### config.mk
export PLATFORM = sky130hd
export DESIGN_NAME = bbcd_ctrl
export DESIGN_NICKNAME = d
export VERILOG_FILES = /design/src/design/bbcd_pkg.sv /design/src/design/bbcd_ctrl.sv
export SDC_FILE = /design/constraint.sdc
export NUM_CORES = 1
export LEC_CHECK = 0
export ABC_AREA = 1
export BUFFER_PORTS_ARGS = -buffer_cell sky130_fd_sc_hd__buf_2
export CORE_AREA = 2 2 39 41
export CTS_CLUSTER_DIAMETER = 50
export DETAILED_ROUTE_END_ITERATION = 7
export DIE_AREA = 0 0 41 43
export PLACE_DENSITY_LB_ADDON = 0.2
export SKIP_CTS_REPAIR_TIMING = 1
export SLEW_MARGIN = 20
export SYNTH_ARGS = -nofsm -noshare
export SYNTH_HDL_FRONTEND = slang
export SYNTH_SLANG_ARGS = --single-unit
### constraint.sdc
create_clock -name clk -period 1.2 [get_ports clk]
set_input_delay 0.06 -clock clk [delete_from_list [all_inputs] [get_ports clk]]
set_output_delay 0.06 -clock clk [all_outputs]
set_load 0.1 [all_outputs]
### src/design/bbcd_pkg.sv
package bbcd_pkg;

	localparam int MAX_WIDTH  = 2048;
	localparam int MAX_HEIGHT = 2048;
	localparam int MAX_DIM    = (MAX_WIDTH > MAX_HEIGHT) ? MAX_WIDTH : MAX_HEIGHT;

	localparam int COL_W  = $clog2(MAX_WIDTH);
	localparam int ROW_W  = $clog2(MAX_HEIGHT);
	localparam int DIM_W  = $clog2(MAX_DIM + 1);
	localparam int PX_W   = 10;
	localparam int SUM_W  = $clog2(MAX_DIM) + PX_W;
	localparam int DIV_W  = DIM_W + 2;
	localparam int THR_W  = DIV_W + 9;

	localparam int COMP_W  = 8;
	localparam int FNUM_W  = 32;
	localparam int STEP_W  = 16;
	localparam int GEOM_W  = 12;
	localparam int FIELD_W = 12;
	localparam int CFG_W   = 32;
	localparam int CFG_IDX_W = 3;
	localparam int DCNT_W  = $clog2(FNUM_W);

	localparam logic [1:0] WARM_FRAMES = 2'd3;

	localparam logic [COMP_W-1:0] RST_BLACK_LIMIT = 8'd24;
	localparam logic [GEOM_W-1:0] RST_WIDTH       = 12'd720;
	localparam logic [GEOM_W-1:0] RST_HEIGHT      = 12'd576;

	localparam logic [CFG_IDX_W-1:0] REG_BLACK_LIMIT  = 3'd0;
	localparam logic [CFG_IDX_W-1:0] REG_RANGE_START  = 3'd1;
	localparam logic [CFG_IDX_W-1:0] REG_RANGE_END    = 3'd2;
	localparam logic [CFG_IDX_W-1:0] REG_FRAME_STEP   = 3'd3;
	localparam logic [CFG_IDX_W-1:0] REG_PIXEL_FORMAT = 3'd4;
	localparam logic [CFG_IDX_W-1:0] REG_FRAME_WIDTH  = 3'd5;
	localparam logic [CFG_IDX_W-1:0] REG_FRAME_HEIGHT = 3'd6;

	localparam logic SEL_START = 1'b0;
	localparam logic SEL_ID    = 1'b1;

	typedef struct packed {
		logic accept;
		logic warm_inc;
		logic div_start;
		logic div_sel;
		logic latch_phase;
		logic set_active;
		logic commit;
	} bbcd_cmd_t;

	typedef struct packed {
		logic first_px;
		logic warm_done;
		logic div_done;
		logic result_hit;
		logic out_busy;
	} bbcd_status_t;

	function automatic logic [DIM_W-1:0] eff_dim(input logic [GEOM_W-1:0] v, input int maxv);
		logic [DIM_W-1:0] r;
		if (v == '0)
			r = DIM_W'(1);
		else if (32'(v) > maxv)
			r = DIM_W'(maxv);
		else
			r = DIM_W'(v);
		return r;
	endfunction

endpackage

### src/design/bbcd_ctrl.sv
module bbcd_ctrl
	import bbcd_pkg::*;
(
	input  logic         clk,
	input  logic         arst_n,
	input  logic         in_valid,
	output logic         in_stall,
	input  bbcd_status_t st,
	output bbcd_cmd_t    cmd
);

	localparam logic [2:0] S_IDLE  = 3'd0;
	localparam logic [2:0] S_READ  = 3'd1;
	localparam logic [2:0] S_PHASE = 3'd2;
	localparam logic [2:0] S_FRAME = 3'd3;
	localparam logic [2:0] S_UPD   = 3'd4;

	logic [2:0] state_q, state_d;

	always_ff @(posedge clk or negedge arst_n) begin
		if (!arst_n)
			state_q <= S_IDLE;
		else
			state_q <= state_d;
	end

	always_comb begin
		state_d = state_q;
		cmd     = '0;
		unique case (state_q)
			S_IDLE: begin
				if (in_valid) begin
					cmd.accept = 1'b1;
					state_d    = S_READ;
				end
			end
			S_READ: begin
				if (st.first_px && st.warm_done) begin
					cmd.div_start = 1'b1;
					cmd.div_sel   = SEL_START;
					state_d       = S_PHASE;
				end else begin
					cmd.warm_inc = st.first_px;
					state_d      = S_UPD;
				end
			end
			S_PHASE: begin
				if (st.div_done) begin
					cmd.latch_phase = 1'b1;
					cmd.div_start   = 1'b1;
					cmd.div_sel     = SEL_ID;
					state_d         = S_FRAME;
				end
			end
			S_FRAME: begin
				if (st.div_done) begin
					cmd.set_active = 1'b1;
					state_d        = S_UPD;
				end
			end
			S_UPD: begin
				if (!(st.result_hit && st.out_busy)) begin
					cmd.commit = 1'b1;
					state_d    = S_IDLE;
				end
			end
			default: state_d = S_IDLE;
		endcase
	end

	assign in_stall = (state_q != S_IDLE);

endmodule

# == Word-level counts from Yosys, hierarchy flattened ==
# Index checks and enable logic that the tools add are counted.
# Widths: inputs -> output; s select.
# totals
reg_bits,3
elab_cells,32
# op_classes
n_mux,18
eq_ne,8
reduce_logical,5
# ops
cell,n
$mux 3,6
$pmux 3 s5,1
$mux 1,9
$ne 2x2->1 const B,4
$eq 3x2->1 const B,2
$pmux 2 s2,1
$reduce_and 4->1,1
$eq 3x1->1 const B,1
$eq 3x3->1 const B,1
$logic_not 3->1,1
$reduce_bool 3->1,1
$logic_and 1x1->1,2
$mux 2,1

# == Longest topological paths before layout ==
# Gate-level depths: netlist of run 1.
# depth
word_depth,3
ltp_mapped,5

# == Least setup slack after synthesis of run 1 ==
# No wires, ideal clock.
# synth_timing
path_kind,register to output
start,register state_q[0]
end,output cmd[0] (netlist bit)
slack_ns,-2.219
stages_incl_launch_ff,2
t_arrival_ns,3.359
path_cell_list,dfrtp_1 > nor4_1
# synth_lines
item,line_no,rtl
from (decl),bbcd_ctrl.sv:18,"logic [2:0] state_q, state_d;"
from (signal assigned),bbcd_ctrl.sv:24,state_q <= state_d;
to (decl),bbcd_ctrl.sv:9,output bbcd_cmd_t cmd

==> key figures, run 1 <==
Floorplan
  – Top Ports: 16
  – Initial core utilization: between 15 and 20%
  – Core region area: about 0.0014 mm²
  – Die Area: 0.00176 mm²
  – Die height: about 43 µm
  – Row count: 14
  – Die span in x: slightly above 40 µm

Global routing
  – Overflow after GRT: 0
  – First-pass GRT wire length: about 1200 µm
  – Initial antenna violation count: 0
  – Vias in the first global route: about 300
  – Gr usage total: about a tenth
  – Largest net degree at the start of global routing: 8

STA
  – Endpoints failing hold: 0
  – Final min period: 1.40 ns
  – Final setup viols: 8
  – Rel. slew slack: 78.4%
  – Worst-Margin Slew: 0.324 ns
  – Setup ws final: -0.198 ns
  – Clock Skews: about 0.0014 ns
  – Fin. max-slew vios: 0
  – Final period util: 117%
  – RSZ-0062 raised after global routing: yes
  – Fmax: 715 MHz

Yosys
  – Async set-reset flop share out of synthesis: between 90% and 100%
  – Syn nets: 45
  – Avg Inst Size Synth: roughly 6.3 µm²
  – Area contributors post-synth: dfrtp_1 (32%), nand3_1 (13%), nand2_1 (9.7%)
  – Yosys cell types: 13
  – Commonest cells in the synthesized netlist: nand2_1 (6), nand3_1 (6), nor2_1 (6)
  – Post-synth top area share: 32.4%
  – Post-synth EDFFs: 0
  – Sequential-to-total area share from yosys stat: ~32%
  – Synth warnings: 0
  – Flop and latch count out of synthesis: 3
  – Synth area leader: dfrtp_1
  – Mapped Area: 231 µm²
  – Cells after Synth: 37
  – Synth Flop Type: dfrtp_1

Hold path
  – Hold crit path type: in2async

Layout
  – Biggest register: state_q
  – Layout cells sized above 1: 68.3%
  – Nets: between 70 and 80
  – Max reg flops: 3
  – Largest registers: state_q x3
  – Antenna fix cells: 0
  – Area Growth Syn to Fin: 179%

Setup path
  – Largest delay share family, worst path: flip-flops
  – Crit path kind: reg2out
  – CP peak stage delay: 0.43 ns
  – CP required: about 1.1 ns
  – Crit-path max FO: 5
  – R2R setup slack: 0.04 ns
  – Crit-path slowest cell: dfrtp_2
  – Setup crit start kind: flip-flop
  – CP Data Arrival Time: between 1 and 1.5 ns
  – FF-to-FF path depth: 6
  – Crit-path cells: buf_4, nor4_4, buf_12
  – Crit. End Element: output pin
  – Worst path buffer plus inverter count: 2
  – FF-to-FF End: state_q[2]$_DFFE_PN0P_
  – Critical path depth: 3
  – Reg-to-Reg Start: state_q[0]$_DFFE_PN0P_

Placement
  – Worst slack, placed: 0.0417 ns
  – Hpwl dp: ~570 µm
  – Placer Congestion: 0.769
  – Port Buffer Count: 15

Drt
  – Vias: about 340
  – WL final: 754 µm
  – WL per Instance: ~9.5 µm
  – Final ANT Viol Nets: 0
  – Drt initial violations: 6
  – Vias per cell: roughly 4.3
  – DR pass1 iterations: 2
  – Remaining routing DRC violations: 0

Clocking
  – Htree depth: 1
  – Worst skew pair latency: 0.23 ns
  – CTS tree: done
  – Clock transition at the registers of the reported paths: 0.04 ns
  – Num CTS Buffers: 3
  – Clock sink total: 3
  – Clk root buf: clkbuf_4
  – Longest Clk Path Bufs: 2

Outcome
  – Status: complete, but fails checks
  – Failing checks: negative setup slack

Flow run
  – Maxcap violations: 0
## metal layers
layer	part of all wire (%)	vias to the layer above	global-route usage, %
li1	-	177	-
met1	43	151	12.5
met2	53	8	13.4
met3	3.8	0	0
met4	0	0	12.0
met5	0	-	0
## cells by family after synthesis
family	count (synthesis)	synth area share, %
compound gates	3	7.56
flops	3	32.4
simple gates	23	45.4
buf+inv	8	14.6
## metrics by stage
step | hold slack (ns) | utilization [%] | cell area, µm² | cells | setup TNS [ns]
floorplan | -0.236 | - | 338 | 37 | -2.02
global placement | -0.144 | 39.6 | 548 | 69 | 0
detailed placement | -0.143 | 39.6 | 548 | 69 | 0
CTS | -0.395 | 41.5 | 574 | 73 | -1.45
global route | 0.164 | 46.7 | 646 | 79 | -1.56
finish | 0.151 | 46.7 | 646 | 79 | -1.15
## cell type report
| cell class | count | area [µm²] |
|---|---|---|
| Clock buffer | 4 | 26.3 |
| Fill cell | 140 | 738 |
| Inverter | 7 | 31.3 |
| Multi-Input combinational cell | 26 | 228 |
| Sequential cell | 3 | 78.8 |
| Tap cell | 16 | 20.0 |
| Timing Repair Buffer | 23 | 262 |
## worst max-delay path by stage
stage,from,to
after CTS,state_q[0]$_DFFE_PN0P_,cmd[6]
after global placement,state_q[2]$_DFFE_PN0P_,cmd[2]
after floorplan,state_q[1]$_DFFE_PN0P_,cmd[1]
after detailed placement,state_q[0]$_DFFE_PN0P_,cmd[6]
after global routing,state_q[0]$_DFFE_PN0P_,cmd[6]
final,state_q[0]$_DFFE_PN0P_,cmd[0]
## placed cells by master, fill, tap and decap left out, drive strengths merged
| master | instances |
|---|---|
| dlygate4sd3 | 1 |
| inv | 7 |
| o21ai | 2 |
| nor2 | 6 |
| nand4 | 2 |
| nand2 | 6 |
| clkbuf | 4 |
| buf | 22 |
| dfrtp | 3 |
| nor3 | 1 |
| nor4 | 2 |
| nand3 | 6 |
| o211ai | 1 |
Power of run 1 is left out: the tool's default activity adds up to more than one toggle a clock period on the data nets, which glitch-free logic cannot reach.
==> run 2: changes to the inputs <==
BUFFER_PORTS_ARGS = -buffer_cell sky130_fd_sc_hd__buf_4   (was -buffer_cell sky130_fd_sc_hd__buf_2)
==> key figures, run 2 (synthesized netlist as in run 1, its figures left out) <==
Outcome
  – Status: complete, but fails checks
  – Failing checks: negative setup slack

Layout
  – Most common cell after layout, fill and taps aside: buf_4
  – Biggest register: state_q
  – Largest registers: state_q x3
  – Area of the multi-input gates: between 200 and 250 µm²
  – Post-layout util: between 40% and 50%
  – Commonest non-fill, non-tap cells in the layout: buf_4 (13), buf_12 (7), nand3_1 (5), nand2_1 (5), inv_1 (4)
  – Final Instance Area: 646 µm²
  – Layout cells sized above 1: about 64%
  – Max reg flops: 3
  – Nets: between 70 and 80
  – Antenna fix cells: 0
  – Final Non-Filler Cells: 80
  – Area Growth Syn to Fin: 179%
  – Register area: approximately 80 µm²
  – FILL cells: ~140

Clocking
  – Longest Clk Path Bufs: 2
  – Clock transition at the registers of the reported paths: around 0.040 ns
  – Num CTS Buffers: 3
  – Clock sink total: 3
  – Worst skew pair latency: between 0.2 and 0.25 ns
  – CTS tree: done
  – Clk root buf: clkbuf_4
  – Htree depth: 1

Flow run
  – Maxcap violations: 0

Global routing
  – Initial antenna violation count: 0
  – Overflow after GRT: 0
  – Largest net degree at the start of global routing: 8
  – Gr usage total: about 11%
  – Vias in the first global route: between 300 and 400
  – First-pass GRT wire length: roughly 1300 µm

STA
  – Fin. max-slew vios: 0
  – Rel. slew slack: 78.3%
  – Clock Skews: 0.00501 ns
  – Endpoints failing hold: 0
  – Setup ws final: -0.183 ns
  – Fmax: just over 700 MHz
  – RSZ-0062 raised after global routing: yes
  – Worst-Margin Slew: between 0.3 and 0.4 ns
  – Final period util: 115%
  – Final setup viols: 8
  – Final min period: about 1.4 ns

Drt
  – Vias per cell: 4.34
  – Remaining routing DRC violations: 0
  – Drt initial violations: 2
  – Final ANT Viol Nets: 0
  – WL final: 820 µm
  – WL per Instance: 10.3 µm
  – Vias: 347
  – DR pass1 iterations: 3

Floorplan
  – Die Area: 0.00176 mm²
  – Top Ports: 16
  – Die span in x: a little over 40 µm
  – Initial core utilization: approximately 17%
  – Core region area: between 0.001 and 0.0015 mm²
  – Die height: approximately 43 µm
  – Row count: 14

Setup path
  – CP required: between 1 and 1.5 ns
  – Crit. End Element: output pin
  – CP Data Arrival Time: roughly 1.3 ns
  – Setup crit start kind: flip-flop
  – Crit path kind: reg2out
  – Crit-path max FO: 7

Placement
  – Hpwl dp: between 500 and 600 µm
  – Dpl cell area: 488 µm²
  – Cell Count Post-Placement: 72
  – Placer Congestion: approximately 0.77
  – Port Buffer Count: 15

Hold path
  – Hold crit path type: in2async
-- run 2: final cells by class --
class	instances	share of cell area, %
Tap cell	16	3.10
Multi-Input combinational cell	26	32.6
Clock buffer	4	4.07
Timing Repair Buffer	24	43.6
Sequential cell	3	12.2
Inverter	7	4.46
-- run 2: metrics by stage --
stage	hold slack [ns]	setup TNS (ns)	setup WS (ns)
global placement	-0.147	-0.0227	-0.0184
floorplan	-0.236	-2.02	-0.456
finish	0.137	-1.25	-0.183
CTS	-0.409	-1.84	-0.275
global route	0.154	-1.79	-0.252
detailed placement	-0.150	-0.0118	-0.0118
-- run 2: worst max-delay path, stage by stage, from the launching register on --
cell     delay, ns
dfrtp_2       0.47
inv_4         0.11
nand3_1       0.13
nor3_4        0.17
buf_12        0.20
-- run 2: layer usage --
| layer | routed length, µm | GRT usage (%) | up-vias | part of all wire (%) |
|---|---|---|---|---|
| met5 | 0 | 0 | - | 0 |
| met4 | 17 | 10.0 | 0 | 2.1 |
| met3 | 56 | 3.14 | 2 | 6.8 |
| met2 | 433 | 14.4 | 12 | 53 |
| met1 | 312 | 14.2 | 155 | 38 |
| li1 | - | - | 178 | - |
-- run 2: path summary, 6_finish.rpt --
| kind | cells after the start | slack [ns] | to | from |
|---|---|---|---|---|
| setup reg to reg | 6 | 0.05 | state_q[0]$_DFFE_PN0P_ | state_q[0]$_DFFE_PN0P_ |
| max in group asynchronous | 2 | 0.95 | state_q[0]$_DFFE_PN0P_ | arst_n |
| min in group clk | 4 | 0.14 | state_q[2]$_DFFE_PN0P_ | st[3] |
| setup / recovery | 4 | -0.18 | cmd[5] | state_q[1]$_DFFE_PN0P_ |
| hold reg to reg | 3 | 0.66 | state_q[2]$_DFFE_PN0P_ | state_q[0]$_DFFE_PN0P_ |
| hold / removal | 2 | 0.14 | state_q[1]$_DFFE_PN0P_ | arst_n |
Power of run 2 is left out for the same reason.
==> run 3: changes to the inputs <==
BUFFER_PORTS_ARGS = not set   (was -buffer_cell sky130_fd_sc_hd__buf_4)
DONT_BUFFER_PORTS = 1   (was not set)
SLEW_MARGIN = not set   (was 20)
==> key figures, run 3 (synthesized netlist as in run 1, its figures left out) <==
Outcome
  – Status: complete, but fails checks
  – Failing checks: negative setup slack

Floorplan
  – Die height: around 43 µm
  – Top Ports: 16
  – Initial core utilization: 16.7%
  – Die span in x: 41 µm
  – Row count: 14
  – Die Area: approximately 0.0018 mm²
  – Core region area: approximately 0.0014 mm²

STA
  – Fin Setup TNS: -1.50 ns
  – Final setup viols: 9
  – Fin. max-slew vios: 0
  – Final period util: 117%
  – Endpoints failing hold: 0
  – Rel. slew slack: around 78%
  – RSZ-0062 raised after global routing: yes
  – Worst-Margin Slew: between 0.3 and 0.4 ns
  – Setup ws final: -0.209 ns
  – Final min period: 1.41 ns
  – Clock Skews: 0.00652 ns
  – Fmax: approximately 710 MHz

Clocking
  – Htree depth: 1
  – Num CTS Buffers: 3
  – Worst skew pair latency: 0.24 ns
  – Clock sink total: 3
  – CTS tree: done
  – Longest Clk Path Bufs: 2
  – Clock transition at the registers of the reported paths: roughly 0.04 ns
  – Clk root buf: clkbuf_4

Global routing
  – Initial antenna violation count: 0
  – Largest net degree at the start of global routing: 8
  – First-pass GRT wire length: approximately 1300 µm
  – Gr usage total: between 10 and 15%
  – Overflow after GRT: 0
  – Vias in the first global route: 334

Layout
  – Area Growth Syn to Fin: 154%
  – Max reg flops: 3
  – Antenna fix cells: 0
  – Commonest non-fill, non-tap cells in the layout: buf_12 (7), buf_4 (6), nand2_1 (5), inv_1 (4), nand3_1 (4)
  – Biggest register: state_q
  – Layout cells sized above 1: 63.6%
  – Most common cell after layout, fill and taps aside: buf_12
  – Nets: 64
  – Largest registers: state_q x3
  – FILL cells: roughly 130
  – Post-layout util: between 40% and 50%
  – Area of the multi-input gates: 228 µm²
  – Register area: just under 80 µm²

Drt
  – WL final: between 800 and 900 µm
  – Remaining routing DRC violations: 0
  – Drt initial violations: 8
  – Vias: between 300 and 400
  – Vias per cell: about 4.5
  – Final ANT Viol Nets: 0
  – WL per Instance: between 10 and 15 µm
  – DR pass1 iterations: 3

Placement
  – Placer Congestion: roughly 0.75
  – Hpwl dp: a little under 600 µm
  – Port Buffer Count: 0

Setup path
  – Crit. End Element: output pin
  – Worst path buffer plus inverter count: 2
  – CP required: around 1.1 ns
  – Largest delay share family, worst path: flip-flops
  – CP Data Arrival Time: about 1.4 ns
  – R2R setup slack: -0.03 ns
  – Crit-path max FO: 5
  – Crit-path slowest cell: dfrtp_2
  – CP peak stage delay: 0.44 ns
  – Setup crit start kind: flip-flop
  – Crit path kind: reg2out
  – Crit-path cells: buf_4, nor2_2, nand3_2, o21ai_4, buf_12

Flow run
  – Maxcap violations: 0

Hold path
  – Hold crit path type: in2reg
run 3: metal layers:
metal | wire length (µm) | track usage, % | part of all wire, %
met5 | 0 | 0 | 0
met4 | 25 | 10.0 | 3.1
met3 | 60 | 5.24 | 7.4
met2 | 428 | 14.4 | 52
met1 | 301 | 14.0 | 37
run 3: final timing paths:
path,from,end,cells past startpoint
min,st[3],state_q[2]$_DFFE_PN0P_,3
min in group asynchronous,arst_n,state_q[2]$_DFFE_PN0P_,1
max in group asynchronous,arst_n,state_q[0]$_DFFE_PN0P_,1
min reg2reg,state_q[2]$_DFFE_PN0P_,state_q[2]$_DFFE_PN0P_,2
max reg2reg,state_q[0]$_DFFE_PN0P_,state_q[0]$_DFFE_PN0P_,6
max,state_q[2]$_DFFE_PN0P_,cmd[4],5
run 3: tightest hold or removal path, cell delays in order:
cell     delay, ns
nand2_1       0.03
nand2_1       0.06
o21ai_1       0.06
run 3: per-stage QoR:
stage	area (µm²)	setup slack (ns)	hold WS (ns)	instances
finish	588	-0.209	0.00796	71
detailed placement	480	0.0186	-0.235	61
global route	588	-0.283	0.0321	71
floorplan	338	-0.456	-0.236	37
CTS	507	-0.233	-0.490	65
global placement	480	0.0438	-0.236	61
run 3: cell type report:
type / count / area share [%]
flip-flops and latches: 3 / 13.4
multi-input cells: 26 / 38.7
clock buffers: 4 / 4.47
repair buffers: 15 / 35.1
well taps: 16 / 3.40
inverters: 7 / 4.89
Power of run 3 is left out for the same reason.
